$ cat config.mk
export PLATFORM = sky130hd
export DESIGN_NAME = dbd_row_acc
export DESIGN_NICKNAME = d
export VERILOG_FILES = /design/src/dbd_pkg.sv /design/src/dbd_row_acc.sv
export SDC_FILE = /design/constraint.sdc
export NUM_CORES = 1
export LEC_CHECK = 0
export BUFFER_PORTS_ARGS = -buffer_cell sky130_fd_sc_hd__buf_4
export CAP_MARGIN = 40
export CORE_UTILIZATION = 60
export DETAILED_ROUTE_END_ITERATION = 6
export PLACE_DENSITY = 0.86
export SYNTH_ARGS = -nofsm -noshare
export SYNTH_HDL_FRONTEND = slang
export SYNTH_SLANG_ARGS = --single-unit
$ cat constraint.sdc
create_clock -name clk -period 17.3 [get_ports clk]
set_input_delay 1.73 -clock clk [delete_from_list [all_inputs] [get_ports clk]]
set_output_delay 1.73 -clock clk [all_outputs]
set_load 0.02 [all_outputs]
$ cat src/dbd_pkg.sv
// ---------------------------------------------------------------------------
// dbd_pkg
// Shared types, register codes and defaults for the detection box decoder.
// ---------------------------------------------------------------------------
package dbd_pkg;

	localparam int MaxClassesDef = 128;
	localparam int CfgIdxW       = 3;
	localparam int ThrW          = 17;
	localparam int ScaleW        = 31;
	localparam int LabelW        = 7;
	localparam int ScoreW        = 31;

	localparam logic [ThrW-1:0]   ThrReset   = 17'd16384;
	localparam logic [ScaleW-1:0] ScaleReset = 31'd65536;
	localparam logic [31:0]       OffReset   = 32'd0;
	localparam logic [7:0]        CountReset = 8'd80;

	typedef enum logic [CfgIdxW-1:0] {
		RegThreshold  = 3'd0,
		RegScale      = 3'd1,
		RegOffsetX    = 3'd2,
		RegOffsetY    = 3'd3,
		RegClassCount = 3'd4
	} cfg_reg_t;

	// one finished row handed from the accumulator to the box pipeline
	typedef struct packed {
		logic signed [31:0] cx;
		logic signed [31:0] cy;
		logic signed [31:0] w;
		logic signed [31:0] h;
		logic signed [31:0] obj;
		logic signed [31:0] best;
		logic [LabelW-1:0]  label;
	} row_t;

	// mapping configuration seen by the box pipeline
	typedef struct packed {
		logic [ThrW-1:0]    thr;
		logic [ScaleW-1:0]  scale;
		logic signed [31:0] off_x;
		logic signed [31:0] off_y;
	} map_cfg_t;

endpackage

$ cat src/dbd_row_acc.sv
// ---------------------------------------------------------------------------
// dbd_row_acc
// Collects one prediction row: holds the box values, tracks the best class
// and hands the finished row on through the s1 register.
// ---------------------------------------------------------------------------
module dbd_row_acc import dbd_pkg::*; #(
	parameter int MAX_CLASSES = MaxClassesDef
) (
	input  logic               clk,
	input  logic               arst_n,
	input  logic               in_valid,
	output logic               in_ready,
	input  logic signed [31:0] value,
	input  logic [7:0]         class_count,
	output logic               row_valid_s1,
	output row_t               row_s1,
	input  logic               row_ready
);

	localparam int PosW = $clog2(MAX_CLASSES + 5);
	localparam int IdxW = (MAX_CLASSES > 1) ? $clog2(MAX_CLASSES) : 1;
	localparam logic [7:0] MaxCount = 8'(MAX_CLASSES);

	logic [PosW-1:0]    pos_q;
	logic signed [31:0] box_q [5];
	logic signed [31:0] best_q;
	logic [IdxW-1:0]    idx_q;

	logic [7:0]         n_cls;
	logic [PosW-1:0]    last_pos;
	logic               is_last;
	logic               s1_ready;
	logic               accept;
	logic               take_new;
	logic signed [31:0] best_nxt;
	logic [IdxW-1:0]    idx_nxt;
	logic [IdxW+6:0]    idx_ext;

	always_comb begin
		if (class_count == 8'd0) begin
			n_cls = 8'd1;
		end else if (class_count > MaxCount) begin
			n_cls = MaxCount;
		end else begin
			n_cls = class_count;
		end
	end

	assign last_pos = PosW'(9'd4 + {1'b0, n_cls});
	// a shrunken class count ends the row as soon as the position passes it
	assign is_last  = (pos_q >= last_pos);
	assign s1_ready = !row_valid_s1 || row_ready;
	assign in_ready = !is_last || s1_ready;
	assign accept   = in_valid && in_ready;

	assign take_new = (pos_q == PosW'(5)) || (value > best_q);
	assign best_nxt = take_new ? value : best_q;
	assign idx_nxt  = take_new ? IdxW'(pos_q - PosW'(5)) : idx_q;
	assign idx_ext  = {7'd0, idx_nxt};

	always_ff @(posedge clk or negedge arst_n) begin
		if (!arst_n) begin
			pos_q <= '0;
		end else if (accept) begin
			if (is_last) begin
				pos_q <= '0;
			end else begin
				pos_q <= pos_q + PosW'(1);
			end
		end
	end

	always_ff @(posedge clk) begin
		if (accept) begin
			if (pos_q < PosW'(5)) begin
				box_q[pos_q[2:0]] <= value;
			end else begin
				best_q <= best_nxt;
				idx_q  <= idx_nxt;
			end
		end
	end

	always_ff @(posedge clk or negedge arst_n) begin
		if (!arst_n) begin
			row_valid_s1 <= 1'b0;
		end else if (s1_ready) begin
			row_valid_s1 <= accept && is_last;
		end
	end

	always_ff @(posedge clk) begin
		if (accept && is_last) begin
			row_s1.cx    <= box_q[0];
			row_s1.cy    <= box_q[1];
			row_s1.w     <= box_q[2];
			row_s1.h     <= box_q[3];
			row_s1.obj   <= box_q[4];
			row_s1.best  <= best_nxt;
			row_s1.label <= idx_ext[6:0];
		end
	end

endmodule

# Word level (Yosys, flattened, before mapping)

Memory sizes are Yosys's and may differ from the RTL's. A register that Yosys moved wholly into a read port is not among the register bits.
Cells that the tools add are included.

Output and inout port bits: 201
Flip-flop bits (word level): 87
Memories: 1
RAM bits: 160
Input port bits: 44
Logic and storage cells: 33

Mux-type cells: 8
Eq/ne operators: 1
Reduce and logical (&&, ||, !) cells: 9
Order comparisons: 4
Add/subtract/negate cells: 3
Bitwise logic cells: 1

Memory list:

| name  | words | bits a word | read ports | clocked after memory_dff | wr ports | line              | text |
|---|---|---|---|---|---|---|---|
| box_q | 5     | 32          | 5          | 5                        | 1        | dbd_row_acc.sv:25 | `logic signed [31:0] box_q [5];` |

Operator list:

| kind                  | count |
|---|---|
| $gt A32 B32 Y1        | 1 |
| $mux W32              | 1 |
| $mux W8               | 3 |
| $add A3 B8 Y8 const A | 1 |
| $add A8 B1 Y8 const B | 1 |
| $eq A8 B3 Y1 const B  | 1 |
| $ge A8 B8 Y1          | 1 |
| $gt A8 B8 Y1 const B  | 1 |
| $logic_not A8 Y1      | 1 |
| $lt A8 B3 Y1 const B  | 1 |
| $mux W7               | 1 |
| $sub A7 B3 Y7 const B | 1 |
| $logic_or A1 B1 Y1    | 3 |
| $mux W1               | 3 |
| $logic_and A1 B1 Y1   | 2 |
| $logic_not A1 Y1      | 2 |
| $reduce_and A2 Y1     | 1 |
| $not A1 Y1            | 1 |

# Logic depth before layout (Yosys ltp)

Depth after elaboration: 10
Depth in mapped cells: 12
Mapped depth without buffers: 11

# Worst setup path after synthesis

Ideal clock, no wire load.

Kind: input to register
From: input port class_count[2]
To: register row_s1[0] (netlist name), enable pin
Arrival time: 11.491 ns
Stages on the path: 10
Library setup time: 0.762 ns
Required time: 16.538 ns
Path slack: 5.047 ns
Buffers on the path: 1
Cell sequence: nor2b_1 > ha_1 > nand3_1 > xnor2_1 > nand2b_1 > ha_1 > nand4_1 > o31a_1 > clkbuf_1 > nor2_1

Word-level cells in the longest chain between the ends: 9
Elaborated cells on any way between the ends: 10
Those cells by class: add/sub: 1; order compare: 2; mux: 2; reduce/logical: 5

Ends and longest elaborated chain:

| what                    | line              | text |
|---|---|---|
| start: declaration      | dbd_row_acc.sv:14 | `input logic [7:0] class_count,` |
| $gt A8 B8 Y1            | dbd_row_acc.sv:42 | `end else if (class_count > MaxCount) begin` |
| $mux W8                 | dbd_row_acc.sv:42 |  |
| $mux W8 (*)             | dbd_row_acc.sv:40 | `if (class_count == 8'd0) begin` |
| $add A3 B8 Y8 (*)       | dbd_row_acc.sv:49 | `assign last_pos = PosW'(9'd4 + {1'b0, n_cls});` |
| $ge A8 B8 Y1 (*)        | dbd_row_acc.sv:51 | `assign is_last = (pos_q >= last_pos);` |
| $logic_not A1 Y1        | dbd_row_acc.sv:53 | `assign in_ready = !is_last \|\| s1_ready;` |
| $logic_or A1 B1 Y1      | dbd_row_acc.sv:53 |  |
| $logic_and A1 B1 Y1     | dbd_row_acc.sv:54 | `assign accept = in_valid && in_ready;` |
| $logic_and A1 B1 Y1 (*) | dbd_row_acc.sv:93 | `if (accept && is_last) begin` |
| end: declaration        | dbd_row_acc.sv:16 | `output row_t row_s1,` |

Every way passes the cells marked *; elsewhere a longest branch is shown, timed or not.
A chain may end at the register's enable or synchronous reset.

# Worst setup path after layout

From: input port class_count[7]
To: output port in_ready

Word-level cells in the longest chain between the ends: 7
Elaborated cells on any way between the ends: 8
Those cells by class: add/sub: 1; order compare: 2; mux: 2; reduce/logical: 3

Ends and longest elaborated chain:

| what                   | line              | text |
|---|---|---|
| $gt A8 B8 Y1           | dbd_row_acc.sv:42 |  |
| $mux W8                | dbd_row_acc.sv:42 |  |
| $mux W8 (*)            | dbd_row_acc.sv:40 |  |
| $add A3 B8 Y8 (*)      | dbd_row_acc.sv:49 |  |
| $ge A8 B8 Y1 (*)       | dbd_row_acc.sv:51 |  |
| $logic_not A1 Y1 (*)   | dbd_row_acc.sv:53 |  |
| $logic_or A1 B1 Y1 (*) | dbd_row_acc.sv:53 |  |
| end: declaration       | dbd_row_acc.sv:12 | `output logic in_ready,` |

Marks and branches as above.

==> run_results.csv <==
group,metric,value,unit
routing,drt-total-wl,30020,um
routing,drc_errors,0,
place,io_buffers,244,
clocking,clock_latency,0.53,ns
final_layout,fillers,1279,
logic_synthesis,synthAdderAreaFrac,0.03865,
final_layout,layout_common_cells,"edfxtp_1 (398), buf_4 (254), ha_1 (44), inv_1 (40), clkbuf_16 (39)",
final_layout,nets,1056,
timing,post-route-period-util,0.3248,
routing,wl_per_cell,22.88,um
logic_synthesis,postSynthAreaPerCell,20.95,sq um
final_layout,drive_gt1_frac,0.3494,
timing,hold_viol,0,
global_route,globalRouteTotalUtil,0.2517,
routing,vias_per_cell,5.492,
final_layout,diodes,0,
logic_synthesis,synth_top_family_by_area,"adder cells",
clocking,cts_setup_buffers,0,
clocking,cts_resized,0,
logic_synthesis,netlist_area,14240,sq um
clocking,clock-sinks,407,
clocking,cts_buffers,38,
global_route,use_met1,0.3031,
routing,drt_first_pass_iters,4,
power,p_per_area,151.7,nW/um^2
critical_path,start_kind,"input pin",
global_route,grt-busiest-layer,"met2",
die,io_pins,245,
logic_synthesis,synth_mux_area_frac,0.03364,
global_route,grt_pass1_vias,7387,
clocking,clk_path_buf_depth,3,
critical_path,endpoint_kind,"output pin",
logic_synthesis,synthFlopType,"edfxtp_1",
logic_synthesis,synthArstFlopShare,0.02211,
logic_synthesis,synth-warning-count,0,
timing,timing.hold.ws,0.4044,ns
critical_path,worstPathRequired,15.57,ns
place,dp_slack,11.35,ns
logic_synthesis,synth-simple-area-share,0.02618,
critical_path,worstPathMaxFanout,8,
global_route,grt_use_met3,0.05250,
critical_path,arrival,3.89,ns
timing,max_slew_margin,0.4579,
power,ir_drop,0.08626,mV
logic_synthesis,syn_nets,768,
global_route,grt-ovfl-total,0,
die,num_rows,56,
flow_run,cap_violations,0,
global_route,use_met2,0.4483,
clocking,cts-root-buf,"clkbuf_16",
timing,slew_violations,0,
clocking,path_clk_slew,0.06,ns
timing,finalSetupTns,0,ns
timing,worst_slew_pin_slew,0.8077,ns
clocking,cts_tree,"yes",
clocking,ctsHoldBuffers,0,
place,gp_congestion,0.8412,
critical_path,path_class,"in -> out",
routing,ant_nets,0,
timing,finalWorstSetupSlack,11.68,ns
logic_synthesis,syn-instance-count,680,
final_layout,layout_commonest_cell,"edfxtp_1",
global_route,grt_max_degree,63,
clocking,cts_max_level,2,
logic_synthesis,synth_cell_types,44,
logic_synthesis,synthXorXnorAreaFrac,0.004919,
timing,timing.fmax,0.1780,GHz
place,place_hpwl,18880,um
min_path,hp-class,"reg -> reg",
die,die_x,156.1,um
final_layout,area_growth,25.27,%
timing,skew,0.02403,ns
global_route,grt_pass1_wl,43940,um
logic_synthesis,synth_compound_area_frac,0.02714,
timing,post-route-min-period,5.619,ns
power,power,2.707,mW
place,placed_cells,1245,
timing,finalSetupViolCount,0,
logic_synthesis,synth-seq-area-share,0.8549,
logic_synthesis,synth_edf_count,398,
final_layout,stdcell_count,1312,
timing,rsz0062_at_grt,"no",
routing,vias,7206,
die,core_area,23400,sq um
global_route,antenna_found_initial,0,
routing,drt_iter0_markers,587,
die,dieArea,24360,sq um
logic_synthesis,ys_ff_latch,407,
run_status,status,"complete, no violations",
power,p_leak,6.570,nW
die,fp.dieH,156.1,um
die,start_util,0.6086,
-- metal layers --
layer	vias to the layer above	part of all wire
met5	-	0
met4	0	0.027
met3	50	0.055
met2	268	0.53
met1	3649	0.38
li1	3239	-
-- worst max-delay path: stages --
cell,delay [ns]
buf_4,0.14
nor2b_1,0.19
ha_1,0.22
nand3_1,0.11
xnor2_1,0.16
nand2b_1,0.07
ha_1,0.29
nand4_1,0.13
o31ai_1,0.53
nand2_1,0.13
buf_4,0.18
-- registers in the layout (all words and copies together), names as in the netlist --
name          cells
best_q           32
box_q           160
idx_q             7
pos_q             8
row_s1          199
row_valid_s1      1
-- report_power, final --
part | total [mW] | switching, mW | internal (mW)
sequential | 1.34 | 0.0665 | 1.27
combinational | 0.591 | 0.354 | 0.237
clock | 0.781 | 0.342 | 0.439
-- through the flow --
step | area [sq um] | utilization
floorplan | 14240 | -
global placement | 16540 | 0.7066
detailed placement | 16670 | 0.7122
CTS | 17830 | 0.7618
global route | 17840 | 0.7625
finish | 17840 | 0.7625
-- area by class of cell --
type | count | area (sq um) | area share
tap | 319 | 399.1 | 0.02237
timing repair buffer | 259 | 2037 | 0.1142
sequential | 407 | 12180 | 0.6824
clock inverter | 15 | 123.9 | 0.006942
inverter | 40 | 150.1 | 0.008415
clock buffer | 50 | 1037 | 0.05813
multi-input combinational | 222 | 1919 | 0.1076
-- Yosys cell counts, types with 2 or more instances --
master | n | area share
a22o_1 | 3 | 0.0018
edfxtp_1 | 398 | 0.84
nand3_1 | 6 | 0.0021
and4_1 | 3 | 0.0018
o21bai_1 | 2 | 0.0011
and3_1 | 3 | 0.0013
a21o_1 | 6 | 0.0032
o2bb2ai_1 | 2 | 0.0012
clkbuf_1 | 5 | 0.0013
a21oi_1 | 19 | 0.0067
nand4_1 | 11 | 0.0048
nor3_1 | 5 | 0.0018
nand2_1 | 12 | 0.0032
a211oi_1 | 3 | 0.0016
inv_1 | 40 | 0.011
dfrtp_1 | 9 | 0.016
o21ai_0 | 10 | 0.0035
nor4_1 | 2 | 0.00088
ha_1 | 44 | 0.039
nor2b_1 | 7 | 0.0031
mux2_2 | 30 | 0.024
mux2_1 | 9 | 0.0071
buf_2 | 4 | 0.0014
o211ai_1 | 2 | 0.0011
o21ai_1 | 3 | 0.0011
nor2_1 | 9 | 0.0024
mux2i_1 | 4 | 0.0028
xnor2_1 | 7 | 0.0043
nand2b_1 | 7 | 0.0031
-- logic make-up after synthesis --
| group | after synthesis |
|---|---|
| flip-flops | 407 |
| AND/OR/NAND/NOR | 68 |
| AO/OA/AOI/OAI | 59 |
| buffers and inverters | 51 |
| adder cells (fa/ha/maj) | 44 |
| multiplexers | 43 |
| XOR/XNOR | 8 |
-- path summary, 6_finish.rpt --
kind	to	depth (start not counted)	slack (ns)	startpoint
max in group asynchronous	pos_q[3]	1	16.13	arst_n
max reg2reg	best_q[20]	9	13.31	pos_q[0]
min reg2reg	row_s1[118]	0	0.40	box_q[2][15]
min in group asynchronous	row_valid_s1	1	1.03	arst_n
min	row_s1[118]	0	0.40	box_q[2][15]
max	in_ready	11	11.68	class_count[7]
Note: power is estimated with default switching activity, not from simulation.
